**src/rtl/bspg_pkg.sv**
```systemverilog
// shared types and constants for the bresenham step pulse generator
`default_nettype none

package bspg_pkg;

  localparam int POS_W       = 16;  // step position and home latch width
  localparam int ACC_W       = 36;  // error term and increment width
  localparam int TPF_W       = 16;  // ticks per frame register width
  localparam int IN_TDATA_W  = 24;  // home_sensor, next_target, zero fill
  localparam int OUT_TDATA_W = 40;  // six result fields, zero fill

  localparam logic [TPF_W-1:0] TPF_RESET = TPF_W'(2500);

  typedef enum logic {
    CMD_TICK    = 1'b0,
    CMD_RESTART = 1'b1
  } cmd_t;

  typedef struct packed {
    logic        [TPF_W-1:0] frame_counter;
    logic signed [ACC_W-1:0] error_term;
    logic signed [ACC_W-1:0] step_inc;
    logic signed [ACC_W-1:0] ovs_inc;
    logic                    count_up;
    logic signed [POS_W-1:0] position;
    logic                    home_level;
    logic signed [POS_W-1:0] home_latch;
  } state_t;

  localparam state_t STATE_RESET = '{
    frame_counter: TPF_W'(1),
    error_term:    '0,
    step_inc:      '0,
    ovs_inc:       '0,
    count_up:      1'b0,
    position:      '0,
    home_level:    1'b0,
    home_latch:    '0
  };

  typedef struct packed {
    logic step_pulse;
    logic target_taken;
  } flags_t;

endpackage

`default_nettype wire

```
**src/rtl/bresenham_step_pulse_generator_core.sv**
```systemverilog
// top level of the bresenham dda step pulse generator for one stepper axis
// data path: an accepted input transaction is held in the input register, then the step logic
//   writes its result into the result register whenever that register can take a new value
// throughput: one transaction per cycle while the result stream is not stalled
// reset: synchronous active-low rst_n clears both valid flags, resets the axis state
//   and sets ticks_per_frame to 2500
`default_nettype none

module bresenham_step_pulse_generator_core (
  input  wire                                clk,
  input  wire                                rst_n,
  // configuration: ticks_per_frame
  input  wire                                cfg_wr_en,
  input  wire  [bspg_pkg::TPF_W-1:0]         cfg_wr_data,
  // input stream
  input  wire                                in_tvalid,
  output logic                               in_tready,
  input  wire  [bspg_pkg::IN_TDATA_W-1:0]    in_tdata,  // home_sensor, next_target, zero fill
  input  wire                                in_tuser,  // cmd
  // result stream
  output logic                               out_tvalid,
  input  wire                                out_tready,
  // step_pulse, direction, position, home_position, home_state, target_taken, zero fill
  output logic [bspg_pkg::OUT_TDATA_W-1:0]   out_tdata
);

  // configuration register
  logic [bspg_pkg::TPF_W-1:0] tpf_r;

  // input register
  logic                              in_valid_r;
  bspg_pkg::cmd_t                    in_cmd_r;
  logic                              in_sensor_r;
  logic signed [bspg_pkg::POS_W-1:0] in_target_r;

  // axis state
  bspg_pkg::state_t st_r;
  bspg_pkg::state_t st_nxt;
  bspg_pkg::flags_t flags;

  // result register
  logic                                out_valid_r;
  logic [bspg_pkg::OUT_TDATA_W-1:0]    out_data_r;
  logic [bspg_pkg::OUT_TDATA_W-1:0]    out_data_nxt;

  logic advance;  // result register can take a new value
  logic fire;     // held transaction is processed this cycle

  assign advance   = !out_valid_r || out_tready;
  assign fire      = in_valid_r && advance;
  assign in_tready = !in_valid_r || advance;

  assign out_tvalid = out_valid_r;
  assign out_tdata  = out_data_r;

  bspg_step u_step (
    .st_i     (st_r),
    .cmd_i    (in_cmd_r),
    .sensor_i (in_sensor_r),
    .target_i (in_target_r),
    .tpf_i    (tpf_r),
    .st_o     (st_nxt),
    .flags_o  (flags)
  );

  // result packing, highest field first
  assign out_data_nxt = {
    {(bspg_pkg::OUT_TDATA_W-2*bspg_pkg::POS_W-4){1'b0}},
    flags.target_taken,
    st_nxt.home_level,
    st_nxt.home_latch,
    st_nxt.position,
    st_nxt.count_up,
    flags.step_pulse
  };

  // control and axis state
  always_ff @(posedge clk) begin
    if (!rst_n) begin
      tpf_r       <= bspg_pkg::TPF_RESET;
      in_valid_r  <= 1'b0;
      out_valid_r <= 1'b0;
      st_r        <= bspg_pkg::STATE_RESET;
    end else begin
      if (cfg_wr_en) begin
        tpf_r <= cfg_wr_data;
      end
      if (in_tready) begin
        in_valid_r <= in_tvalid;
      end
      if (advance) begin
        out_valid_r <= in_valid_r;
      end
      // state moves once per processed transaction
      if (fire) begin
        st_r <= st_nxt;
      end
    end
  end

  // payload registers, no reset
  always_ff @(posedge clk) begin
    if (in_tvalid && in_tready) begin
      in_cmd_r    <= bspg_pkg::cmd_t'(in_tuser);
      in_sensor_r <= in_tdata[0];
      in_target_r <= in_tdata[bspg_pkg::POS_W:1];
    end
    if (fire) begin
      out_data_r <= out_data_nxt;
    end
  end

endmodule

`default_nettype wire

```
**src/rtl/bspg_step.sv**
```systemverilog
// one bresenham tick: next axis state from current state and one input item
`default_nettype none

module bspg_step (
  input  var bspg_pkg::state_t               st_i,
  input  var bspg_pkg::cmd_t                 cmd_i,
  input  wire                                sensor_i,
  input  wire signed [bspg_pkg::POS_W-1:0]   target_i,
  input  wire        [bspg_pkg::TPF_W-1:0]   tpf_i,
  output bspg_pkg::state_t                   st_o,
  output bspg_pkg::flags_t                   flags_o
);

  logic                              err_pos;
  logic signed [bspg_pkg::POS_W-1:0] pos_step;
  logic signed [bspg_pkg::POS_W-1:0] pos_new;
  logic signed [bspg_pkg::POS_W:0]   delta;
  logic        [bspg_pkg::POS_W:0]   delta_mag;
  logic        [bspg_pkg::TPF_W-1:0] tpf_eff;
  logic        [bspg_pkg::TPF_W-1:0] fc_dec;
  logic signed [bspg_pkg::ACC_W-1:0] t_ext;
  logic signed [bspg_pkg::ACC_W-1:0] step_inc_new;
  logic signed [bspg_pkg::ACC_W-1:0] ovs_inc_new;

  // error term strictly positive
  assign err_pos  = !st_i.error_term[bspg_pkg::ACC_W-1] && (|st_i.error_term);
  assign pos_step = st_i.count_up ? st_i.position + bspg_pkg::POS_W'(1)
                                  : st_i.position - bspg_pkg::POS_W'(1);
  assign pos_new  = err_pos ? pos_step : st_i.position;

  // frame reload terms, from the position after this tick
  assign delta     = {target_i[bspg_pkg::POS_W-1], target_i}
                   - {pos_new[bspg_pkg::POS_W-1], pos_new};
  assign delta_mag = delta[bspg_pkg::POS_W] ? -delta : delta;
  assign tpf_eff   = (tpf_i == '0) ? bspg_pkg::TPF_W'(1) : tpf_i;
  assign t_ext     = {{(bspg_pkg::ACC_W-bspg_pkg::TPF_W){1'b0}}, tpf_eff};
  assign step_inc_new = {{(bspg_pkg::ACC_W-bspg_pkg::POS_W-2){1'b0}}, delta_mag, 1'b0};
  assign ovs_inc_new  = step_inc_new - (t_ext <<< 1);
  assign fc_dec       = st_i.frame_counter - bspg_pkg::TPF_W'(1);

  always_comb begin
    st_o    = st_i;
    flags_o = '0;
    unique case (cmd_i)
      bspg_pkg::CMD_RESTART: begin
        st_o.frame_counter = bspg_pkg::TPF_W'(1);
        st_o.error_term    = '0;
        st_o.step_inc      = '0;
        st_o.ovs_inc       = '0;
      end
      bspg_pkg::CMD_TICK: begin
        if (err_pos) begin
          flags_o.step_pulse = 1'b1;
          st_o.error_term    = st_i.error_term + st_i.ovs_inc;
          st_o.position      = pos_new;
          st_o.home_level    = sensor_i;
          // rising sensor edge latches the new position
          if (sensor_i && !st_i.home_level) begin
            st_o.home_latch = pos_new;
          end
        end else begin
          st_o.error_term = st_i.error_term + st_i.step_inc;
        end
        st_o.frame_counter = fc_dec;
        if (fc_dec == '0) begin
          flags_o.target_taken = 1'b1;
          st_o.count_up      = !delta[bspg_pkg::POS_W];
          st_o.step_inc      = step_inc_new;
          st_o.ovs_inc       = ovs_inc_new;
          st_o.error_term    = ovs_inc_new + t_ext;
          st_o.frame_counter = tpf_eff;
        end
      end
      default: begin
        st_o = st_i;
      end
    endcase
  end

endmodule

`default_nettype wire

```
**config.mk**
```make
export PLATFORM = sky130hd
export DESIGN_NAME = bresenham_step_pulse_generator_core
export DESIGN_NICKNAME = d
export VERILOG_FILES = /design/src/rtl/bspg_pkg.sv /design/src/rtl/bresenham_step_pulse_generator_core.sv /design/src/rtl/bspg_step.sv
export SDC_FILE = /design/constraint.sdc
export NUM_CORES = 1
export LEC_CHECK = 0
export ABC_AREA = 1
export BUFFER_PORTS_ARGS = -buffer_cell sky130_fd_sc_hd__clkbuf_2
export CAP_MARGIN = 20
export CORE_ASPECT_RATIO = 1.25
export CORE_UTILIZATION = 30
export DETAILED_ROUTE_END_ITERATION = 7
export PLACE_DENSITY = 0.47
export SYNTH_ARGS = -nofsm -noshare
export SYNTH_HDL_FRONTEND = slang
export SYNTH_SLANG_ARGS = --single-unit
export TNS_END_PERCENT = 50
```
**constraint.sdc**
```tcl
create_clock -name clk -period 16.85 [get_ports clk]
set_input_delay 2.5275 -clock clk [delete_from_list [all_inputs] [get_ports clk]]
set_output_delay 2.5275 -clock clk [all_outputs]
set_load 0.01 [all_outputs]
```
# == After elaboration in Yosys (flattened, before gate mapping) ==
# Index checks and enable logic that the tools add are counted.
# classes
add_sub_neg,9
n_eq_ne,1
muxes,12
reduce_logical,15
bitwise_logic,1
# ops
operator,count
$pmux W124 S2,1
$mux W125,1
$add A36 B36 Y36,2
$mux W16,4
$add A36 B17 Y36,1
$mux W36,1
$reduce_or A36 Y1,1
$mux W34,1
$mux W33,1
$logic_not A16 Y1,2
$sub A18 B17 Y19,1
$mux W17,1
$neg A17 Y17,1
$sub A16 B16 Y17,1
$add A16 B2 Y16 const B,1
$sub A16 B1 Y16 const B,1
$sub A16 B2 Y16 const B,1
$logic_not A1 Y1,5
$logic_and A1 B1 Y1,4
$logic_or A1 B1 Y1,2
$mux W1,2
$ne A2 B1 Y1 const B,1
$reduce_and A2 Y1,1
$not A1 Y1,1
# totals
out_inout_bits,42
regBits,230
word_cells,54
input_bits,46

# == Longest topological paths before layout ==
# logic_depth
depth_word,10
mapped_depth,49
ltp_nobuf,49

# == By module ==
# Synthesis repeated with hierarchy kept, for this count alone.
# hier_totals
hier_cells,2841
hier_area_um2,18245.0
# by_module_without_submodules
mod,area_per_inst_um2,cells_each,instances
bresenham_step_pulse_generator_core,9302.7,1174,1
bspg_step,8942.3,1667,1

# == Least setup slack after synthesis ==
# Ideal clock, no wire load.
# synth_timing
path_type,register to register
start,register st_r[33] (netlist name)
end,register st_r[135] (netlist name)
slack_ns,10.038
stages_incl_launch_ff,42
synth_period_minus_slack_ns,6.812
n_path_buf,1
arrival_ns,6.742
setup_time_ns,0.070
path_cell_list,dfxtp_1 > inv_1 > ha_1 > nand2_1 > or2_2 > nand3_1 > a21oi_1 > o21ai_0 > xor2_1 > nand2_1 > o21ai_0 > inv_1 > ha_1 > nand2_1 > inv_1 > a21oi_1 > inv_1 > a21oi_1 > (+6 left out) > fa_1 > nand3_1 > nand2_1 > a21oi_1 > o21ai_0 > a31oi_1 > o21ai_0 > xor2_1 > ha_1 > nand2_1 > o21ai_0 > o21bai_1 > a31oi_1 > o21a_1 > nor2_1 > o21ai_2 > nand3_1 > a21oi_1
# synth_via
elab_chain_cells,9
# synth_lines
element,line,rtl
"start, declared",bresenham_step_pulse_generator_core.sv:37,bspg_pkg::state_t st_r;
"start signal, assigned",bresenham_step_pulse_generator_core.sv:83,st_r <= bspg_pkg::STATE_RESET;
"start signal, assigned",bresenham_step_pulse_generator_core.sv:96,st_r <= st_nxt;
$mux W16 *,bspg_step.sv:27,assign pos_step = st_i.count_up ? st_i.position + bspg_pkg::POS_W'(1)
$mux W16 *,bspg_step.sv:29,assign pos_new = err_pos ? pos_step : st_i.position;
$sub A16 B16 Y17 *,bspg_step.sv:33,"- {pos_new[bspg_pkg::POS_W-1], pos_new};"
$neg A17 Y17,bspg_step.sv:34,assign delta_mag = delta[bspg_pkg::POS_W] ? -delta : delta;
$mux W17 *,bspg_step.sv:34,
$sub A18 B17 Y19 *,bspg_step.sv:38,assign ovs_inc_new = step_inc_new - (t_ext <<< 1);
$add A36 B17 Y36 *,bspg_step.sv:70,st_o.error_term = ovs_inc_new + t_ext;
$mux W125 *,bspg_step.sv:65,if (fc_dec == '0) begin
$pmux W124 S2 *,bspg_step.sv:44,unique case (cmd_i)
# Every way passes the cells marked *; elsewhere a longest branch is shown, timed or not. The select of a mux whose other input is x is not followed.
# A chain may end at the register's enable or synchronous reset.

# == Worst setup path in the final report ==
# layout_timing
start,register st_r[132] (netlist name)
end,register st_r[139] (netlist name)
# layout_via
elab_chain_cells,10
# layout_lines
element,line,rtl
$reduce_or A36 Y1,bspg_step.sv:26,assign err_pos = !st_i.error_term[bspg_pkg::ACC_W-1] && (|st_i.error_term);
$logic_and A1 B1 Y1,bspg_step.sv:26,
$mux W16,bspg_step.sv:29,
$sub A16 B16 Y17,bspg_step.sv:33,
$neg A17 Y17,bspg_step.sv:34,
$mux W17,bspg_step.sv:34,
$sub A18 B17 Y19,bspg_step.sv:38,
$add A36 B17 Y36,bspg_step.sv:70,
$mux W125 *,bspg_step.sv:65,
$pmux W124 S2 *,bspg_step.sv:44,
# Marks and branches as above.

==> out/results.txt <==
Final setup TNS: 0 ps
Leak Pwr: 7.22 nW
Post-synth cell types: 47
Final setup fails: 0
Critical path endpoint: st_r[139]
Critical path type: reg2reg
Final worst-path cycle share: 55.3%
Fill count: 5,093
Vias in the first global route: 12,800
Crit-path max cell delay: 890 ps
Starting DRT DRC Count: 793
Register Area: 4400 um^2
Tot Pwr: 3.19 mW
CTS tree: yes
Post-cts resize count: 0
Gr usage total: 18.9%
Nets: 2,292
Buffers from clock root to sink, at most: 2
Reg-to-reg startpoint: st_r[132]
DIE WIDTH: 196 um
Tmin final: 9320 ps
Worst reg-to-reg path cell count: 38
Critical Path RT: 17,220 ps
DRC errors left: 0
Multi-input gate area: 8360 um^2
Final Instance Count excl. Fillers: 2,783
Vias per cell: 4.83
Post-CTS setup repair buffer count: 0
Critical Path Source: st_r[132]
Peak Freq: 0.107 GHz
PnR worst setup slack: 7530 ps
Layout cells sized above 1: 6.92%
Wire length per cell: 15.9 um
Row cnt: 88
Commonest non-fill, non-tap cell in the layout: nand2_1
H-tree Lvls: 4
Clk Latency, worst-skew pair: 470 ps
RSZ-0062 raised after global routing: false
Synthesized instance count: 2,110
Worst Skew: 13.3 ps
DR vias: 13,400
IO Pins: 88
Detailed placement HPWL: 34.5 mm
Port Buf Inserts: 76
Global route overflow: 0
Hold buffer count at cts: 0
Startpoint Class: flip-flop
Post-synthesis cell area: 14,100 um^2
Hold slack: 464 ps
Yosys warns: 0
Worst relative slew slack: 31.3%
Post-synth EDFFs: 54
First drt pass iteration count: 7
Main synth FF type: dfxtp_1
Placed Instances: 2,751
Final slew viol count: 0
Most frequent cells in the layout: nand2_1 (561), inv_1 (280), a21oi_1 (233)
Total Wirelength: 44.2 mm
Core ar.: 46,400 um^2
VDD IR max: 0.106 mV
Synth-to-layout area growth: 10.8%
Slew @ Worst Pin: 1020 ps
Max_cap viols: 0
Class of the worst hold path: reg2reg
CTS sink count: 193
CTS Buf Count: 17
Element type at the critical path end: flip-flop
Seq/Total Area, Yosys: 31.1%
Max FO, Critical Path: 42
Die ar.: 48,000 um^2
Critical path data arrival time: 9680 ps
FFs w/ async S/R, synth: 0%
N_diodes: 0
Reg2Reg Setup Slack: 7530 ps
Power per cell area: 204 nW/um^2
Die Height: 245 um
Antenna-violating nets left: 0
Root Buffer: clkbuf_16
Pre-CTS setup slack: 7540 ps
Initial Utilization: 30.5%
Status: finished, final reports clean
Placer Congestion: 0.900
Global-route wire length before repair: 70.5 mm
Initial antenna violation count: 0
Syn avg cell area: 6.70 um^2
Reg clk slew, reported paths: 80 ps
Seq cells post-synth: 193
Largest net degree at the start of global routing: 76
R2r endpoint: st_r[139]
Hold Vio Cnt, Final: 0
Slowest stage cell, crit path: o21ai_0
==> synth_stat cells, types with 6 or more instances <==
master	instances	share of area, %
a31oi_1	20	0.88
dfxtp_1	139	20
o21ai_0	153	5.4
buf_4	7	0.37
inv_1	282	7.5
clkbuf_1	66	1.8
edfxtp_1	54	11
a21o_1	6	0.32
o21bai_1	10	0.53
nand4_1	23	1.0
nor2_1	137	3.6
buf_2	6	0.21
a21oi_1	233	8.2
nor4_1	8	0.35
xor2_1	52	3.2
ha_1	102	9.0
nand2_1	562	15
xnor2_1	31	1.9
o211ai_1	20	1.1
o21a_1	11	0.58
nand3_1	122	4.3
nor3_1	11	0.39
or2_2	8	0.35
==> per-layer routing <==
metal	vias to the layer above	global-route usage (%)	share of wire, %
li1	6978	-	-
met1	6211	24.4	47
met2	203	32.5	48
met3	38	2.09	2.8
met4	0	6.16	2.2
met5	-	0	0
==> sequential cells by signal (all words and copies together), names as in the netlist <==
register	count
out_tdata	36
in_target_r	16
out_tvalid	1
st_r	121
in_cmd_r	1
in_valid_r	1
in_sensor_r	1
tpf_r	16
==> per-stage QoR <==
step	utilization [%]	area, um^2
after floorplan	-	14200
after global placement	32.6	15100
after detailed placement	32.6	15100
after CTS	33.8	15700
after global routing	33.8	15700
final	33.8	15700
==> final cells by class <==
class	count	share of cell area [%]
clock buffer	17	2.71
clock inverter	15	0.918
inverter	285	6.83
multi-input combinational	1554	53.3
sequential	193	28.1
tap	630	5.03
timing repair buffer	89	3.05
==> report_power, final <==
| group | switching [mW] | internal, mW | total, mW |
|---|---|---|---|
| clock | 0.211 | 0.197 | 0.408 |
| sequential | 0.0177 | 0.508 | 0.526 |
| combinational | 1.47 | 0.792 | 2.26 |
==> logic make-up after synthesis <==
logic type / count (synthesis) / share of synthesized area [%]
adders and majority gates: 106 / 9.59
xor gates and xnor gates: 83 / 5.14
DFF: 193 / 31.1
other: 1 / 0.0265
AOI/OAI and AO/OA: 464 / 17.8
and+or+nand+nor: 897 / 26.4
buffers and inverters: 366 / 9.95
==> critical path, delay by kind of cell (launching register included) <==
family | cells | cell delay, ps
compound gates | 14 | 4330
xor+xnor | 1 | 220
fa+ha+maj | 3 | 1050
buf+inv | 7 | 1300
flops | 1 | 330
simple gates | 13 | 1960
==> worst min-delay path by stage <==
stage                     to  slack, ps  cells after the start  startpoint
finish              st_r[43]        460                      2    st_r[43]
global route        st_r[35]        470                      2    st_r[35]
CTS                 st_r[49]        460                      2    st_r[49]
detailed placement  st_r[46]        450                      2    st_r[46]
global placement    st_r[48]        450                      2    st_r[48]
floorplan           st_r[83]        440                      2    st_r[83]
No activity file was read; power rests on OpenSTA's default activity.
